**src/hdl/mcph_pkg.sv**
```systemverilog
// Package with the constants, types and CRC-32 functions of the motor command handler.
`default_nettype none

package mcph_pkg;

  localparam int unsigned MaxPacketBytesDef = 1024;
  localparam int unsigned MinPacketBytes    = 12;

  localparam logic [31:0] CrcPoly     = 32'hEDB8_8320;
  localparam logic [31:0] CrcAllOnes  = 32'hFFFF_FFFF;
  localparam logic [31:0] BoardMask   = 32'h0300_0000;
  localparam logic [31:0] CmdFlag     = 32'h0020_0000;
  localparam logic [31:0] ReplyHeader = 32'h0410_0000;

  localparam logic signed [31:0] TargetReset = 32'sd100;

  localparam logic [3:0] CmdStatus = 4'd0;
  localparam logic [3:0] CmdAdd    = 4'd1;
  localparam logic [3:0] CmdSub    = 4'd2;

  typedef enum logic [1:0] {
    PH_HEADER,
    PH_OK,
    PH_CRC
  } reply_phase_t;

  // One entry of the reflected CRC-32 table.
  function automatic logic [31:0] crc_table_entry(input logic [7:0] idx);
    logic [31:0] c;
    c = {24'd0, idx};
    for (int k = 0; k < 8; k++) begin
      c = c[0] ? ((c >> 1) ^ CrcPoly) : (c >> 1);
    end
    return c;
  endfunction

  function automatic logic [31:0] crc_byte(input logic [31:0] crc, input logic [7:0] b);
    return (crc >> 8) ^ crc_table_entry(crc[7:0] ^ b);
  endfunction

  function automatic logic [31:0] crc_word(input logic [31:0] crc, input logic [31:0] w);
    logic [31:0] c;
    c = crc_byte(crc, w[31:24]);
    c = crc_byte(c, w[23:16]);
    c = crc_byte(c, w[15:8]);
    return crc_byte(c, w[7:0]);
  endfunction

  function automatic logic [31:0] reply_header(input logic ok);
    return ReplyHeader | {9'd0, ok, 22'd0};
  endfunction

  function automatic logic [31:0] reply_crc(input logic ok);
    return crc_word(crc_word(CrcAllOnes, reply_header(ok)), {31'd0, ok}) ^ CrcAllOnes;
  endfunction

  localparam logic [31:0] ReplyCrcOk   = reply_crc(1'b1);
  localparam logic [31:0] ReplyCrcFail = reply_crc(1'b0);

endpackage

`default_nettype wire

```
**src/hdl/mcph_rx_if.sv**
```systemverilog
// Byte stream channel that carries the received packet.
`default_nettype none

interface mcph_rx_if;
  logic       valid;
  logic       ready;
  logic [7:0] rx_byte;
  logic       end_of_packet;

  modport source (output valid, output rx_byte, output end_of_packet, input ready);
  modport sink   (input valid, input rx_byte, input end_of_packet, output ready);
endinterface

`default_nettype wire

```
**src/hdl/mcph_reply_if.sv**
```systemverilog
// Word stream channel that carries the reply and the stepper target.
`default_nettype none

interface mcph_reply_if;
  logic               valid;
  logic               ready;
  logic [31:0]        reply_word;
  logic               reply_last;
  logic signed [31:0] target_position;

  modport source (output valid, output reply_word, output reply_last,
                  output target_position, input ready);
  modport sink   (input valid, input reply_word, input reply_last,
                  input target_position, output ready);
endinterface

`default_nettype wire

```
**src/hdl/motor_command_packet_handler_core.sv**
```systemverilog
// Motor command handler: takes one packet byte per cycle and checks the CRC-32
// of the frame on its last byte. A valid command updates the signed stepper
// target, and a three-word reply (header, ok, CRC-32) follows on the reply
// channel, with the target after that packet on every word. Bytes are taken
// at one per cycle; the CRC table step, the frame check and the target add all
// happen in the cycle a byte is accepted. Each reply occupies the output for
// three accepted words and one finished reply can wait behind the one being
// sent, so input stalls only while two replies are pending, which takes a run
// of packets shorter than three bytes or a reply sink that holds off ready.
`default_nettype none

module motor_command_packet_handler_core
  import mcph_pkg::*;
#(
  parameter int unsigned MAX_PACKET_BYTES = MaxPacketBytesDef
) (
  input  logic          clk,
  input  logic          rst,
  mcph_rx_if.sink       rx,
  mcph_reply_if.source  reply
);

  localparam int unsigned CountW = $clog2(MAX_PACKET_BYTES + 2);
  localparam logic [CountW-1:0] CountSat    = CountW'(MAX_PACKET_BYTES + 1);
  localparam logic [CountW-1:0] CountMax    = CountW'(MAX_PACKET_BYTES);
  localparam logic [CountW-1:0] CountMin    = CountW'(MinPacketBytes);
  localparam logic [CountW-1:0] CountHeader = CountW'(4);
  localparam logic [CountW-1:0] CountMag    = CountW'(8);

  // Packet state.
  logic [31:0]        running_crc;
  logic [31:0]        tail_window;
  logic [CountW-1:0]  byte_count;
  logic [31:0]        header_word;
  logic [31:0]        magnitude_word;
  logic signed [31:0] stepper_target;

  // Reply being sent and one reply waiting behind it.
  logic               active_valid;
  logic               active_ok;
  logic signed [31:0] active_target;
  reply_phase_t       active_phase;
  logic               queued_valid;
  logic               queued_ok;
  logic signed [31:0] queued_target;

  logic               rx_fire;
  logic               reply_push;
  logic               reply_fire;
  logic               reply_done;
  logic [31:0]        crc_next;
  logic [31:0]        tail_next;
  logic [CountW-1:0]  count_next;
  logic               frame_ok;
  logic               cmd_ok;
  logic signed [31:0] cmd_target;
  logic               packet_ok;
  logic signed [31:0] target_next;

  assign rx.ready   = !rst && !queued_valid;
  assign rx_fire    = rx.valid && rx.ready;
  assign reply_push = rx_fire && rx.end_of_packet;
  assign reply_fire = reply.valid && reply.ready;
  assign reply_done = reply_fire && (active_phase == PH_CRC);

  // The CRC register trails the input by four bytes so the last word is the
  // received checksum and never enters the CRC itself.
  assign crc_next   = (byte_count >= CountHeader) ?
                      crc_byte(running_crc, tail_window[31:24]) : running_crc;
  assign tail_next  = {tail_window[23:0], rx.rx_byte};
  assign count_next = (byte_count < CountSat) ? byte_count + CountW'(1) : byte_count;

  // Header and magnitude are already stored whenever the length check passes.
  assign frame_ok = ((crc_next ^ CrcAllOnes) == tail_next)
                 && ((header_word & BoardMask) != 32'd0)
                 && ((header_word & CmdFlag) != 32'd0)
                 && (count_next >= CountMin)
                 && (count_next[1:0] == 2'b00)
                 && (count_next <= CountMax);

  always_comb begin
    case (header_word[19:16])
      CmdStatus: begin
        cmd_ok     = 1'b1;
        cmd_target = stepper_target;
      end
      CmdAdd: begin
        cmd_ok     = 1'b1;
        cmd_target = stepper_target + $signed(magnitude_word);
      end
      CmdSub: begin
        cmd_ok     = 1'b1;
        cmd_target = stepper_target - $signed(magnitude_word);
      end
      default: begin
        cmd_ok     = 1'b0;
        cmd_target = stepper_target;
      end
    endcase
  end

  assign packet_ok   = frame_ok && cmd_ok;
  assign target_next = packet_ok ? cmd_target : stepper_target;

  always_ff @(posedge clk) begin
    if (rst) begin
      running_crc    <= CrcAllOnes;
      tail_window    <= 32'd0;
      byte_count     <= '0;
      header_word    <= 32'd0;
      magnitude_word <= 32'd0;
      stepper_target <= TargetReset;
    end else if (rx_fire) begin
      if (rx.end_of_packet) begin
        running_crc    <= CrcAllOnes;
        tail_window    <= 32'd0;
        byte_count     <= '0;
        header_word    <= 32'd0;
        magnitude_word <= 32'd0;
        stepper_target <= target_next;
      end else begin
        running_crc <= crc_next;
        tail_window <= tail_next;
        byte_count  <= count_next;
        if (count_next == CountHeader) begin
          header_word <= tail_next;
        end else if (count_next == CountMag) begin
          magnitude_word <= tail_next;
        end
      end
    end
  end

  always_ff @(posedge clk) begin
    if (rst) begin
      active_valid <= 1'b0;
      active_phase <= PH_HEADER;
      queued_valid <= 1'b0;
    end else begin
      if (!active_valid || reply_done) begin
        active_phase <= PH_HEADER;
        if (queued_valid) begin
          active_valid  <= 1'b1;
          active_ok     <= queued_ok;
          active_target <= queued_target;
          queued_valid  <= 1'b0;
        end else if (reply_push) begin
          active_valid  <= 1'b1;
          active_ok     <= packet_ok;
          active_target <= target_next;
        end else begin
          active_valid <= 1'b0;
        end
      end else begin
        if (reply_fire) begin
          case (active_phase)
            PH_HEADER: active_phase <= PH_OK;
            PH_OK:     active_phase <= PH_CRC;
            default:   active_phase <= PH_HEADER;
          endcase
        end
        if (reply_push) begin
          queued_valid  <= 1'b1;
          queued_ok     <= packet_ok;
          queued_target <= target_next;
        end
      end
    end
  end

  always_comb begin
    case (active_phase)
      PH_HEADER: reply.reply_word = reply_header(active_ok);
      PH_OK:     reply.reply_word = {31'd0, active_ok};
      PH_CRC:    reply.reply_word = active_ok ? ReplyCrcOk : ReplyCrcFail;
      default:   reply.reply_word = 32'd0;
    endcase
  end

  assign reply.valid           = active_valid;
  assign reply.reply_last      = (active_phase == PH_CRC);
  assign reply.target_position = active_target;

endmodule

`default_nettype wire

```
**src/flat_wrapper.sv**
```systemverilog
// flat-port wrapper written by rule: the top's interface ports become plain ports
module motor_command_packet_handler_core_flat import mcph_pkg::*;
#(
  parameter int unsigned MAX_PACKET_BYTES = MaxPacketBytesDef
)
  (clk, rst, rx_valid, rx_rx_byte, rx_end_of_packet, rx_ready, reply_valid, reply_reply_word, reply_reply_last, reply_target_position, reply_ready);
  mcph_rx_if rx_i ();
  mcph_reply_if reply_i ();
  input  logic clk;
  input  logic rst;
  input wire logic [$bits(rx_i.valid)-1:0] rx_valid;
  input wire logic [$bits(rx_i.rx_byte)-1:0] rx_rx_byte;
  input wire logic [$bits(rx_i.end_of_packet)-1:0] rx_end_of_packet;
  output wire logic [$bits(rx_i.ready)-1:0] rx_ready;
  output wire logic [$bits(reply_i.valid)-1:0] reply_valid;
  output wire logic [$bits(reply_i.reply_word)-1:0] reply_reply_word;
  output wire logic [$bits(reply_i.reply_last)-1:0] reply_reply_last;
  output wire logic [$bits(reply_i.target_position)-1:0] reply_target_position;
  input wire logic [$bits(reply_i.ready)-1:0] reply_ready;
  assign rx_i.valid = rx_valid;
  assign rx_i.rx_byte = rx_rx_byte;
  assign rx_i.end_of_packet = rx_end_of_packet;
  assign rx_ready = rx_i.ready;
  assign reply_valid = reply_i.valid;
  assign reply_reply_word = reply_i.reply_word;
  assign reply_reply_last = reply_i.reply_last;
  assign reply_target_position = reply_i.target_position;
  assign reply_i.ready = reply_ready;
  motor_command_packet_handler_core #(.MAX_PACKET_BYTES(MAX_PACKET_BYTES)) u_core (.clk(clk), .rst(rst), .rx(rx_i), .reply(reply_i));
endmodule
```
**config.mk**
```make
export PLATFORM = sky130hd
export DESIGN_NAME = motor_command_packet_handler_core_flat
export DESIGN_NICKNAME = d
export VERILOG_FILES = /design/src/hdl/mcph_pkg.sv /design/src/hdl/mcph_rx_if.sv /design/src/hdl/mcph_reply_if.sv /design/src/hdl/motor_command_packet_handler_core.sv /design/src/flat_wrapper.sv
export SDC_FILE = /design/constraint.sdc
export NUM_CORES = 1
export LEC_CHECK = 0
export BUFFER_PORTS_ARGS = -buffer_cell sky130_fd_sc_hd__buf_2
export CAP_MARGIN = 5
export CORE_ASPECT_RATIO = 0.7
export CORE_MARGIN = 1.5
export CORE_UTILIZATION = 30
export CTS_CLUSTER_SIZE = 16
export DETAILED_ROUTE_END_ITERATION = 16
export SLEW_MARGIN = 15
export SYNTH_ARGS = -nofsm -noshare
export SYNTH_HDL_FRONTEND = slang
export SYNTH_SLANG_ARGS = --single-unit
```
**constraint.sdc**
```tcl
create_clock -name clk -period 4.9 [get_ports clk]
set_clock_uncertainty 0.05 [all_clocks]
set_input_delay 0.245 -clock clk [delete_from_list [all_inputs] [get_ports clk]]
set_output_delay 0.245 -clock clk [all_outputs]
set_load 0.1 [all_outputs]
```
==> impl_results.md <==
- Fin crit period: 4.67 ns
- Clk Latency, worst-skew pair: 0.55 ns
- Die area: 0.0445 mm²
- Routed Antenna Nets: 0
- CTS buffer count: 24
- Reg2reg setup slack: 0.23 ns
- Setup_tns: 0 ns
- Largest net degree at the start of global routing: 83
- Critical Path Max Stage Delay: 0.55 ns
- RSZ-0062 raised after global routing: false
- CP Cell Sequence: or4_1, or3_4, nor2_2, nand3_1, or2_2, o41ai_4, xor2_1, ha_1, and3_1, a221o_1, a21oi_2, o31ai_4, a21o_1, a21oi_2, xnor2_1, mux2_2, mux2_2
- Worst Hold Class: input pin to flip-flop
- Min-delay src: rx_rx_byte[4]
- Overall Global Routing Usage: 16.3%
- CTS root buf: clkbuf_16
- H-tree depth: 1
- CP Capture Type: flip-flop
- Worst Setup Start Kind: flip-flop
- Worst slack at placement: about 0.084 ns
- Final HPWL DP: approximately 27 mm
- Normalized max-slew margin: 21.0%
- Synth Register Bits: 216
- Sequential-to-total area share from yosys stat: 38.4%
- Leakage: 5.94 nW
- Core Region: 0.0425 mm²
- Area delta synth->final: 16.7%
- R2R Path Start: u_core.magnitude_word[6]$_SDFFE_PP0P_
- Final #Nets: between 1000 and 1500
- PD cells: around 260 mW/mm²
- Placed inst area: 0.0141 mm²
- Worst setup path end: u_core.reply.target_position[29]$_DFFE_PP_
- Syn Inst Count: 1286
- Post-synth cell types: 75
- Warnings, synthesis: 0
- Achievable clock frequency: 214 MHz
- Via density: 5.23
- Grt total ovfl: 0
- DRC: 0
- Vias: 10092
- Worst-path maximum fanout: 4
- CP Data Required Time: 5.14 ns
- Top-Level Pins: 80
- Global-route wire length before repair: 56.4 mm
- RR Endpoint: u_core.reply.target_position[29]$_DFFE_PP_
- CTS tree: yes
- R2R depth: 17
- Worst slew pin tran: ~1.2 ns
- WL/cell: 19.1 µm
- Pre-antenna DRT Iters: 5
- Die Y: 177 µm
- Outcome: finished, final reports clean
- Final Setup Violations: 0
- Post-synth EDFFs: 66
- Async set-reset flop share out of synthesis: 0%
- Max-cap violation count: 0
- Row count: 63
- Fin. max-slew vios: 0
- Placer Congestion: 0.906
- Max VDD drop: 0.247 mV
- Antenna cells: 0
- Vias in the first global route: around 9400
- Layout cells sized above 1: 20.0%
- Die X: 252 µm
- CP Launch Point: u_core.magnitude_word[6]$_SDFFE_PP0P_
- Most used DFF post-synth: dfxtp_1
- # clock sinks: 216
- Starting density of the core: 30.6%
- IO Port Bufs: a little over 70
- Fin. Hold Viols: 0
- Final WS setup: 0.230 ns
- Syn Std Cell Area: 0.0130 mm²
- CTS clk-pin slew, worst paths: ~0.06 ns
- Syn avg cell area: 10.1 µm²
- Crit-path slowest cell: or4_1
- Setup CP Type: flip-flop to flip-flop
- Final WL: 36.8 mm
- CP Data Arrival Time: between 4 and 5 ns
- Final Cycle Share: 95.3%
- Clk buf depth: 3
- 1st-iter DRT viols: 920
- Final Cell Area: 0.0151 mm²
- Initial antenna violation count: 1
cells in the final DEF (no fill, tap or decap), types with 16 or more instances in the layout:
cell type / instances
xor2_1: 56
buf_2: 71
o22a_1: 20
a21oi_1: 63
a22o_1: 23
a21o_1: 16
buf_4: 59
xnor2_1: 86
dfxtp_1: 150
nand2_1: 68
ha_1: 33
mux2i_1: 42
xnor3_1: 31
clkbuf_16: 25
nor2_1: 120
o21ai_0: 39
inv_1: 24
mux2_2: 49
a22oi_1: 45
nor3_1: 18
edfxtp_1: 66
worst max-delay path: cells and delay by family, from the launching register on:
kind | cells | cell delay [ns]
XOR/XNOR | 2 | 0.28
multiplexers | 2 | 0.55
AND/OR/NAND/NOR | 6 | 1.72
flip-flops | 1 | 0.31
adder cells (fa/ha/maj) | 1 | 0.26
AO/OA/AOI/OAI | 6 | 1.23
registers in the layout (all words and copies together), names as in the netlist:
signal / count
u_core.magnitude_word: 32
u_core.queued_target: 32
u_core.reply.target_position: 32
u_core.running_crc: 32
u_core.stepper_target: 32
u_core.tail_window: 32
u_core.byte_count: 11
u_core.header_word: 7
u_core.active_phase: 2
u_core.active_ok: 1
u_core.queued_ok: 1
u_core.queued_valid: 1
u_core.reply.valid: 1
through the flow:
step,utilization [%],total power [W],hold slack [ns],cells
finish,35.6,0.00400,0.0378,1930
floorplan,-,0.00202,0.328,1292
CTS,35.4,0.00405,0.0236,1928
global placement,33.2,0.00207,0.420,1876
detailed placement,33.2,0.00207,0.431,1876
global route,35.6,0.00413,0.0416,1930
logic make-up after synthesis:
family | synth area share [%]
AOI/OAI and AO/OA | 15.9
xor gates and xnor gates | 16.3
adders and majority gates | 3.43
buffers and inverters | 4.54
DFF | 38.4
muxes | 9.20
other | 0.0289
and+or+nand+nor | 12.3
metal layers:
layer	global-route usage, %	vias to the layer above	part of all wire (%)	routed length [µm]
li1	-	4832	-	-
met1	25.7	4898	52	19200
met2	21.8	321	38	14000
met3	4.04	41	8.1	2980
met4	2.81	0	1.5	561
met5	0	-	0	0
power breakdown:
group	switching, W	leakage [nW]	internal [W]
clock network	0.000799	0.409	0.00116
logic	0.000141	3.75	0.0000431
registers	0.0000137	1.78	0.00184
synthesized netlist by cell type (34+ instances only):
cell type / count / share of area [%]
dfxtp_1: 150 / 23
nor2_1: 123 / 3.6
xnor2_1: 87 / 5.9
a21oi_1: 69 / 2.7
nand2_1: 68 / 2.0
edfxtp_1: 66 / 15
clkbuf_1: 61 / 1.8
xor2_1: 56 / 3.8
mux2_2: 49 / 4.3
a22oi_1: 45 / 2.6
mux2i_1: 42 / 3.2
o21ai_0: 42 / 1.6
ha_1: 34 / 3.3
area by class of cell:
cell class | instances | area [µm²]
clock buffers | 27 | 643
clock inverters | 17 | 208
fillers | 4231 | 27300
inverters | 25 | 93.8
multi-input cells | 952 | 7590
flip-flops and latches | 216 | 4980
well taps | 552 | 691
repair buffers | 141 | 938
worst min-delay path by stage:
stage / to / slack [ns] / depth (start not counted)
after global routing: u_core.tail_window[4]$_SDFFE_PP0P_ / 0.04 / 3
after global placement: u_core.stepper_target[31]$_SDFFE_PP0P_ / 0.42 / 2
after detailed placement: u_core.stepper_target[31]$_SDFFE_PP0P_ / 0.43 / 2
after floorplan: u_core.tail_window[0]$_SDFFE_PP0P_ / 0.33 / 1
final: u_core.tail_window[4]$_SDFFE_PP0P_ / 0.04 / 3
after CTS: u_core.tail_window[4]$_SDFFE_PP0P_ / 0.02 / 3
timing repair:
| action | CTS | global route |
|---|---|---|
| setup endpoints to repair | 0 | 35 |
| hold buffers | 8 | 0 |
| resized for setup | 0 | 21 |
| endpoints found under the hold margin | 20 | 0 |
| setup buffers | 0 | 2 |
No activity file was read; power rests on OpenSTA's default activity.
